===== src/svm_pkg.sv =====
// Shared opcodes, defaults, divider request type and ALU function of the stack VM unit.
package svm_pkg;

  localparam int DEF_STACK_DEPTH  = 256;
  localparam int DEF_MAX_FRAMES   = 100;
  localparam int DEF_GLOBAL_COUNT = 256;

  localparam int DATA_W = 32;
  localparam int PC_W   = 16;

  localparam logic [15:0] LOOP_LIMIT_RST = 16'd10000;

  localparam logic [5:0] OP_START  = 6'd0;
  localparam logic [5:0] OP_POP    = 6'd1;
  localparam logic [5:0] OP_DUP    = 6'd2;
  localparam logic [5:0] OP_GLOAD  = 6'd3;
  localparam logic [5:0] OP_GSTORE = 6'd4;
  localparam logic [5:0] OP_LLOAD  = 6'd5;
  localparam logic [5:0] OP_LSTORE = 6'd6;
  localparam logic [5:0] OP_CONST  = 6'd7;
  localparam logic [5:0] OP_ADD    = 6'd8;
  localparam logic [5:0] OP_SUB    = 6'd9;
  localparam logic [5:0] OP_MUL    = 6'd10;
  localparam logic [5:0] OP_DIV    = 6'd11;
  localparam logic [5:0] OP_MOD    = 6'd12;
  localparam logic [5:0] OP_AND    = 6'd13;
  localparam logic [5:0] OP_OR     = 6'd14;
  localparam logic [5:0] OP_XOR    = 6'd15;
  localparam logic [5:0] OP_SRA    = 6'd16;
  localparam logic [5:0] OP_SHL    = 6'd17;
  localparam logic [5:0] OP_LNOT   = 6'd18;
  localparam logic [5:0] OP_LAND   = 6'd19;
  localparam logic [5:0] OP_LOR    = 6'd20;
  localparam logic [5:0] OP_LT     = 6'd21;
  localparam logic [5:0] OP_LE     = 6'd22;
  localparam logic [5:0] OP_GT     = 6'd23;
  localparam logic [5:0] OP_GE     = 6'd24;
  localparam logic [5:0] OP_EQ     = 6'd25;
  localparam logic [5:0] OP_NE     = 6'd26;
  localparam logic [5:0] OP_NEG    = 6'd27;
  localparam logic [5:0] OP_NOT    = 6'd28;
  localparam logic [5:0] OP_JZ     = 6'd29;
  localparam logic [5:0] OP_JNZ    = 6'd30;
  localparam logic [5:0] OP_JMP    = 6'd31;
  localparam logic [5:0] OP_LJZ    = 6'd32;
  localparam logic [5:0] OP_LJNZ   = 6'd33;
  localparam logic [5:0] OP_LJMP   = 6'd34;
  localparam logic [5:0] OP_CALLV  = 6'd35;
  localparam logic [5:0] OP_CALLI  = 6'd36;
  localparam logic [5:0] OP_RETI   = 6'd37;
  localparam logic [5:0] OP_RETV   = 6'd38;
  localparam logic [5:0] OP_LOOP   = 6'd39;

  typedef struct packed {
    logic              start;
    logic              is_mod;
    logic [DATA_W-1:0] a;
    logic [DATA_W-1:0] b;
  } div_req_t;

  // combinational binary ops; divide and modulo go to the divider
  function automatic logic [DATA_W-1:0] alu_fn(input logic [5:0] op,
                                               input logic [DATA_W-1:0] a,
                                               input logic [DATA_W-1:0] b);
    logic [DATA_W-1:0] r;
    r = '0;
    case (op)
      OP_ADD:  r = a + b;
      OP_SUB:  r = a - b;
      OP_MUL:  r = a * b;
      OP_AND:  r = a & b;
      OP_OR:   r = a | b;
      OP_XOR:  r = a ^ b;
      OP_SRA:  r = $unsigned($signed(a) >>> b[4:0]);
      OP_SHL:  r = a << b[4:0];
      OP_LAND: r = DATA_W'((a != '0) && (b != '0));
      OP_LOR:  r = DATA_W'((a != '0) || (b != '0));
      OP_LT:   r = DATA_W'($signed(a) <  $signed(b));
      OP_LE:   r = DATA_W'($signed(a) <= $signed(b));
      OP_GT:   r = DATA_W'($signed(a) >  $signed(b));
      OP_GE:   r = DATA_W'($signed(a) >= $signed(b));
      OP_EQ:   r = DATA_W'(a == b);
      OP_NE:   r = DATA_W'(a != b);
      default: r = '0;
    endcase
    return r;
  endfunction

endpackage


===== src/svm_div.sv =====
// Iterative signed divider, one quotient bit per cycle, truncating toward zero.
module svm_div (
  input  logic              clk,
  input  logic              rst,
  input  svm_pkg::div_req_t req,
  output logic              done,
  output logic [31:0]       result
);
  import svm_pkg::*;

  logic        busy;
  logic [5:0]  cnt;
  logic [31:0] rem;
  logic [31:0] quo;
  logic [31:0] dvs;
  logic        is_mod;
  logic        neg_q;
  logic        neg_r;
  logic [32:0] sh;
  logic [32:0] diff;

  assign sh   = {rem, quo[31]};
  assign diff = sh - {1'b0, dvs};

  always_ff @(posedge clk) begin
    if (rst) begin
      busy <= 1'b0;
      done <= 1'b0;
      cnt  <= '0;
    end else begin
      done <= 1'b0;
      if (req.start) begin
        if (req.b == '0) begin
          result <= '0;
          done   <= 1'b1;
        end else begin
          busy   <= 1'b1;
          cnt    <= '0;
          rem    <= '0;
          quo    <= req.a[31] ? (32'd0 - req.a) : req.a;
          dvs    <= req.b[31] ? (32'd0 - req.b) : req.b;
          is_mod <= req.is_mod;
          neg_q  <= req.a[31] ^ req.b[31];
          neg_r  <= req.a[31];
        end
      end else if (busy) begin
        if (cnt == 6'd32) begin
          // sign fix-up after the last step
          busy <= 1'b0;
          done <= 1'b1;
          if (is_mod) begin
            result <= neg_r ? (32'd0 - rem) : rem;
          end else begin
            result <= neg_q ? (32'd0 - quo) : quo;
          end
        end else begin
          cnt <= cnt + 6'd1;
          if (!diff[32]) begin
            rem <= diff[31:0];
            quo <= {quo[30:0], 1'b1};
          end else begin
            rem <= sh[31:0];
            quo <= {quo[30:0], 1'b0};
          end
        end
      end
    end
  end

endmodule


===== config.mk =====
export PLATFORM = sky130hd
export DESIGN_NAME = svm_div
export DESIGN_NICKNAME = d
export VERILOG_FILES = /design/src/svm_pkg.sv /design/src/svm_div.sv
export SDC_FILE = /design/constraint.sdc
export NUM_CORES = 1
export LEC_CHECK = 0
export BUFFER_PORTS_ARGS = -buffer_cell sky130_fd_sc_hd__buf_4
export CAP_MARGIN = 40
export CORE_MARGIN = 1
export CORE_UTILIZATION = 45
export DETAILED_ROUTE_END_ITERATION = 10
export GPL_TIMING_DRIVEN = 0
export SYNTH_ARGS = -nofsm -noshare
export SYNTH_HDL_FRONTEND = slang
export SYNTH_SLANG_ARGS = --single-unit

===== constraint.sdc =====
create_clock -name clk -period 10.9 [get_ports clk]
set_input_delay 2.18 -clock clk [delete_from_list [all_inputs] [get_ports clk]]
set_output_delay 2.18 -clock clk [all_outputs]
set_load 0.02 [all_outputs]

* Yosys cells after proc, flatten, opt, wreduce, memory -nomap -nowiden *
Cells that the tools add are included.

cells by class
  bitwise gates (word level) = 3
  reduce and logical (&&, ||, !) cells = 7
  equal/unequal tests = 4
  add/sub/neg operators = 6
  muxes and demuxes = 31

operators by type and width
  kind                                                   count
  two-way mux 32 bit                                     17
  subtractor 1 x 32 -> 32 bit, first input constant      4
  subtractor 33 x 32 -> 33 bit                           1
  zero test 32 bit                                       1
  two-way mux 31 bit                                     1
  two-way mux 6 bit                                      4
  two-way mux 1 bit                                      9
  AND reduction 4 bit                                    2
  adder 6 x 1 -> 6 bit, second input constant            1
  == test 6 bit, second input constant                   1
  AND reduction 3 bit                                    2
  inequality test 2 bit, second input constant           2
  nonzero test 2 bit                                     2
  inequality test 2 x 1 -> 1 bit, second input constant  1
  NOT 1 bit                                              2
  XOR 1 bit                                              1

storage, ports and cells
  output and inout bits = 33
  word-level logic and storage cells = 62
  register bits after elaboration = 139
  input bits = 68

* Depth between registers and ports, before layout *
Gate-level depths: netlist of the first run.

  depth after elaboration = 6
  depth in mapped cells = 14
  mapped depth without buffers = 12

* Least setup slack after synthesis of the first run *
OpenSTA, ideal clock, no wires.

  path kind = input -> register
  start = input port req[0] in the netlist's numbering
  end = register quo[0] (enable)
  arrival = 5.971 ns
  buffers on the path = 0
  library setup time = 0.487 ns
  setup slack = 4.442 ns
  required time = 10.413 ns
  stages = 10
  cell sequence = inv_1 ha_1 or3b_2 nor3_1 nand3_1 or4_1 or2_2 o21ai_1 and2_1 nor2_1

on the way
  longest elaborated chain between the ends = 3

ends and longest elaborated chain
  what                             RTL line       RTL
  from (decl)                      svm_div.sv:5   input svm_pkg::div_req_t req,
  zero test 32 bit                 svm_div.sv:33  if (req.b == '0) begin
  inequality test 2 bit (no line)  n/a
  AND reduction 4 bit (no line)    n/a
  to (signal assigned)             svm_div.sv:40  quo <= req.a[31] ? (32'd0 - req.a) : req.a;
  to (signal assigned)             svm_div.sv:60  quo <= {quo[30:0], 1'b1};
  to (signal assigned)             svm_div.sv:63  quo <= {quo[30:0], 1'b0};
  to (decl)                        svm_div.sv:14  logic [31:0] quo;

Every way passes these cells.
A chain may end at the register's enable or synchronous reset.

* Worst setup path in the final report of the first run *
  start = input port req[9] in the netlist's numbering
  end = register result[7] (enable)

on the way
  longest elaborated chain between the ends = 3

ends and longest elaborated chain
  what                                      RTL line       RTL
  zero test 32 bit                          svm_div.sv:33
  inequality test 2 x 1 -> 1 bit (no line)  n/a
  AND reduction 4 bit (no line)             n/a
  to (signal assigned)                      svm_div.sv:52  result <= neg_r ? (32'd0 - rem) : rem;
  to (signal assigned)                      svm_div.sv:54  result <= neg_q ? (32'd0 - quo) : quo;
  to (decl)                                 svm_div.sv:7   output logic [31:0] result

Every way passes these cells.

==> metrics.cfg, run 1 <==
[critical_path]
worst_path_most_repeated_cell=or4_1
cpMaxStageDelayCell=or4_1
required_ns=11.03
path_buf_inv=2
cp_max_fo=29
cp_cell_sequence=buf_4, or4_1, nor4_1, nand3_1, or4_1, or2_2, o21ai_1, nand2b_1, nor2_4, buf_12
cpPeakStageDelay_ns=0.59
cp-end-kind=register
critPathLaunchType=input pin
critPathTopFamily=simple AND/OR/NAND/NOR gates
arrival_ns=5.64
path_class=input pin to register

[sta]
drv_slew=0
final-hold-violation-count=0
setup_viol=0
layout_worst_path_cycle_share_pct=50.6
fmax_mhz=181
worst_pin_slew_ns=0.695
finalClockSkew_ns=0.00911
rsz0062_at_grt=false
slew_headroom_pct=53.1
tns_ns=0
min_period_ns=5.52

[drt]
vias=8198
first_pass_iters=5
drc_errors=0
wl_per_cell_um=18.0
dr.first_iter.drc_count=500
totalWireLength_mm=26.1
viasPerCell=5.66
drtAntennaViolNets=0

[final_layout]
nets=1267
fillCellCount=1975
area_growth_pct=18.8
antenna_cells=0
seqCellArea_um2=4090
multiInputGateArea_um2=5400
drive_gt1_share_pct=14.1
stdcell_count=1448

[logic_synthesis]
yosys_warnings=0
synth_fp_nets=1144
syn_inst=1037
synth_area_per_cell_um2=9.47
ys.flop_type=edfxtp_1
yosysSeqAreaShare_pct=41.7
synth_edf_count=131
post_synth_num_cell_types=58
async_flop_share_pct=0
ys_ff_latch=139
syn-cell-area_um2=9820

[global_routing]
grt_pass1_wl_mm=41.1
grt_max_degree=34
grtUsageTotal_pct=24.1
grt_pass1_vias=7656
overflow=0
antenna_found_initial=0

[cts]
path_clk_slew_ns=0.06
cts_setup_buffers=0
numCtsBuffers=17
cts_sinks=139
postCtsHoldBufs=0
ctsHtreeMaxLevel=4
cts_tree=built
cts_resized=0
clk_latency_ns=0.44
root_buffer=clkbuf_16
clk_path_buf_depth=2

[power_and_ir_drop]
power_density_nw_per_um2=154
max-vdd-ir-drop_v=0.0000998
leakage_nw=4.41

[floorplan]
initial_core_util_pct=46.3
die_area_um2=22400
die_width_um=150
die_h_um=150
rows=53
coreArea_um2=21200
pin_count=101

[placement]
gp_congestion=0.873
portBuffers=99
dp_hpwl_mm=20.4
placedCellCount=1416

[status]
outcome=finished clean

[min_path]
hold_class=register to register

[job]
drv_cap=0

[layout by cell type (no fill, tap or decap), types with 8 or more instances in the layout]
cell type / Yosys / final
clkbuf_16: 0 / 17
nand2b_1: 16 / 16
ha_1: 38 / 38
o41ai_1: 18 / 18
nor4_1: 9 / 9
or4_1: 21 / 21
or2_2: 9 / 9
xnor2_1: 81 / 81
xor2_1: 66 / 66
a21oi_1: 83 / 83
or3_1: 17 / 17
edfxtp_1: 131 / 131
o31ai_1: 34 / 34
buf_4: 0 / 99
inv_1: 48 / 48
o21ai_0: 70 / 70
nor2_1: 108 / 105
nand3_1: 20 / 20
a211oi_1: 31 / 31
clkbuf_1: 38 / 38
mux2i_1: 26 / 26
dfxtp_1: 8 / 8
nor3_1: 13 / 13
nand2_1: 67 / 67
a21o_1: 14 / 14
[worst min-delay path, delay by kind of cell (launching register included)]
| family | cells | cell delay (ns) |
|---|---|---|
| flip-flops | 1 | 0.32 |
| AO/OA/AOI/OAI | 2 | 0.14 |
[where the power goes]
group | switching, mW | internal [mW]
Sequential | 0.0444 | 0.640
Combinational | 0.267 | 0.197
Clock | 0.238 | 0.406
Total | 0.549 | 1.24
[path summary, 6_finish.rpt]
| kind | slack [ns] | start | endpoint | depth (start not counted) |
|---|---|---|---|---|
| worst min register to register | 0.50 | cnt[5] | cnt[5] | 2 |
| worst min-delay path | 0.50 | cnt[5] | cnt[5] | 2 |
| worst max register to register | 6.46 | quo[31] | rem[14] | 14 |
| worst max-delay path | 5.38 | req[9] | result[7] | 10 |
[cells in the mapped netlist, types with 9 or more instances]
| master | count | share of area (%) |
|---|---|---|
| a21o_1 | 14 | 1.1 |
| nand2_1 | 67 | 2.6 |
| nand2b_1 | 16 | 1.0 |
| or4_1 | 21 | 1.6 |
| xnor2_1 | 81 | 7.2 |
| xor2_1 | 66 | 5.9 |
| o31ai_1 | 34 | 2.6 |
| a21oi_1 | 83 | 4.2 |
| ha_1 | 38 | 4.8 |
| mux2i_1 | 26 | 2.7 |
| inv_1 | 48 | 1.8 |
| edfxtp_1 | 131 | 40 |
| o21ai_0 | 70 | 3.6 |
| o41ai_1 | 18 | 1.6 |
| nand3_1 | 20 | 1.0 |
| clkbuf_1 | 38 | 1.5 |
| nor2_1 | 108 | 4.1 |
| a211oi_1 | 31 | 2.4 |
| or2_2 | 9 | 0.57 |
| nor4_1 | 9 | 0.57 |
| or3_1 | 17 | 1.1 |
| nor3_1 | 13 | 0.66 |
[metal layers]
metal / track usage [%] / share of wire (%)
met1: 32.3 / 46
met2: 39.9 / 47
met5: 0 / 0
met4: 8.08 / 1.9
met3: 3.41 / 4.4
[cell families (layout without fill, tap and decap cells)]
family | after synthesis | count (layout) | synth area share (%)
XOR/XNOR | 147 | 147 | 13.1
buffers and inverters | 91 | 227 | 3.51
adder cells (fa/ha/maj) | 39 | 39 | 5.05
flip-flops | 139 | 139 | 41.7
AND/OR/NAND/NOR | 311 | 311 | 15.6
AO/OA/AOI/OAI | 284 | 284 | 18.4
multiplexers | 26 | 26 | 2.65
[layout make-up]
cell class	instances	area share, %
multi-input combinational	807	46.3
sequential	139	35.1
buffer	43	1.41
clock inverter	15	1.91
inverter	48	1.55
timing repair buffer	104	7.10
tap	275	2.95
clock buffer	17	3.65
[stage by stage]
stage	hold WS [ns]	area, um2	util [%]	setup WS [ns]	total power [mW]
after detailed placement	0.497	11000	51.9	4.93	1.16
final	0.503	11700	54.9	5.38	1.79
after global routing	0.540	11700	54.9	5.14	1.88
after global placement	0.481	10900	51.4	2.78	1.15
after CTS	0.506	11700	54.9	5.37	1.80
after floorplan	0.458	9820	-	4.44	1.01
[flip-flops by register name, indices dropped and copies added (netlist names)]
register,count
dvs,32
quo,32
rem,32
result,32
cnt,6
busy,1
done,1
is_mod,1
neg_q,1
neg_r,1
No activity file was read; power rests on OpenSTA's default activity.
==> run 2: changes to the inputs <==
- PLACE_DENSITY: not set -> 0.66
- clock period: 10.9 -> 4.7 ns (I/O delays scaled with it)
==> run 2 against run 1 <==
- via count grew 0.93%
- clock power up 110%
- final area is 0.65% lower
- final cell count is essentially flat
- power is 120% higher
- hold slack improved by 0.0060 ns
- first-iteration DRC count is 8.2% higher
- combinational power grew 130%
- critical path depth grew 4
- sequential power increased by 130%
==> metrics.cfg, run 2 (same netlist as run 1, synthesis figures left out) <==
[final_layout]
antenna_cells=0
final_cell_area_um2=11600
layout_common_cells=131 x edfxtp_1, 105 x nor2_1, 99 x buf_4
area_growth_pct=18.0
stdcell_count=1447
post-route-util_pct=54.6
nets=1266
final_common_cell=edfxtp_1
drive_gt1_share_pct=13.8

[cts]
path_clk_slew_ns=0.06
postCtsHoldBufs=0
numCtsBuffers=17
cts_tree=built
clk_path_buf_depth=2
clk_latency_ns=0.43
cts_setup_buffers=0
cts_resized=0
ctsHtreeMaxLevel=4
cts_sinks=139
root_buffer=clkbuf_16

[critical_path]
cpMaxStageDelayCell=mux2i_1
required_ns=4.86
path_buf_inv=3
critPathLaunchType=register
critPathTopFamily=buffers and inverters
cp_max_fo=10
cpPeakStageDelay_ns=0.51
path_class=register to register
cp_cell_sequence=inv_1, ha_1, fa_1, nand2b_1, a21oi_1, o31a_1, o211ai_1, nand2_1, mux2i_1, and2_1, clkbuf_1, buf_2, mux2i_1, nor2_1
critical_path_depth=14
arrival_ns=4.43
r2r_cells=14
cp-end-kind=register
worst_path_most_repeated_cell=mux2i_1

[global_routing]
antenna_found_initial=0
grt_pass1_vias=7544
grtUsageTotal_pct=23.3
overflow=0
grt_max_degree=34
grt_pass1_wl_mm=40.0

[sta]
layout_worst_path_cycle_share_pct=90.9
finalClockSkew_ns=0.0109
worst_hold_slack_ns=0.509
slew_headroom_pct=45.1
fmax_mhz=234
rsz0062_at_grt=false
final-hold-violation-count=0
setup_slack_ns=0.430
min_period_ns=4.27
setup_viol=0
drv_slew=0
worst_pin_slew_ns=0.818

[drt]
viasPerCell=5.72
drtAntennaViolNets=0
dr.first_iter.drc_count=541
wl_per_cell_um=17.4
first_pass_iters=5
totalWireLength_mm=25.2
drc_errors=0
vias=8274

[placement]
place_area_um2=11000
placedCellCount=1415
portBuffers=99
gp_congestion=0.929
dp_slack_ns=0.00846
dp_hpwl_mm=19.6

[floorplan]
pin_count=101
rows=53
die_width_um=150
initial_core_util_pct=46.3
die_area_um2=22400
coreArea_um2=21200
die_h_um=150

[status]
outcome=finished clean

[min_path]
hold_path_depth=2
hold_class=register to register

[job]
drv_cap=0

[power_and_ir_drop]
power_density_nw_per_um2=344
max-vdd-ir-drop_v=0.000246
leakage_nw=4.36

run 2: cell count changes in the layout (fill, tap and decap cells not counted), sizes merged:
cell / change
buf: -1
bufinv: -3
clkbuf: +2
inv: +1
clkinv: -1
clkinvlp: +1
run 2: worst paths after layout:
path	startpoint	endpoint	slack (ns)
max	quo[31]	rem[10]	0.43
min	cnt[1]	cnt[1]	0.51
max reg2reg	quo[31]	rem[10]	0.43
min reg2reg	cnt[1]	cnt[1]	0.51
run 2: metrics by stage:
step	power, mW	TNS [ns]
floorplan	2.35	0
global placement	2.65	-62.99
detailed placement	2.67	0
CTS	3.99	0
global route	4.18	0
finish	3.99	0
run 2: final cells by class:
class	count	area (um2)
buffer	43	164
clock buffer	19	433
clock inverter	13	144
fill	1930	9640
inverter	48	180
multi-input combinational	807	5400
sequential	139	4090
tap	275	344
timing repair buffer	103	823
run 2: where the power goes:
group	leakage [nW]	internal, mW	switching [mW]
combinational	2.79	0.455	0.611
clock	0.270	0.784	0.546
sequential	1.30	1.49	0.105
total	4.36	2.72	1.26
run 2: per-layer routing:
layer / vias up / share of wire [%] / GRT usage, %
met2: 253 / 46 / 36.5
met1: 3903 / 47 / 32.5
met5: - / 0 / 0
met4: 0 / 2.6 / 8.94
met3: 43 / 4.8 / 3.17
li1: 4075 / - / -
run 2: worst min-delay path: stages, from the launching register on:
cell	delay (ns)
dfxtp_1	0.33
nand3_1	0.07
a21oi_1	0.06
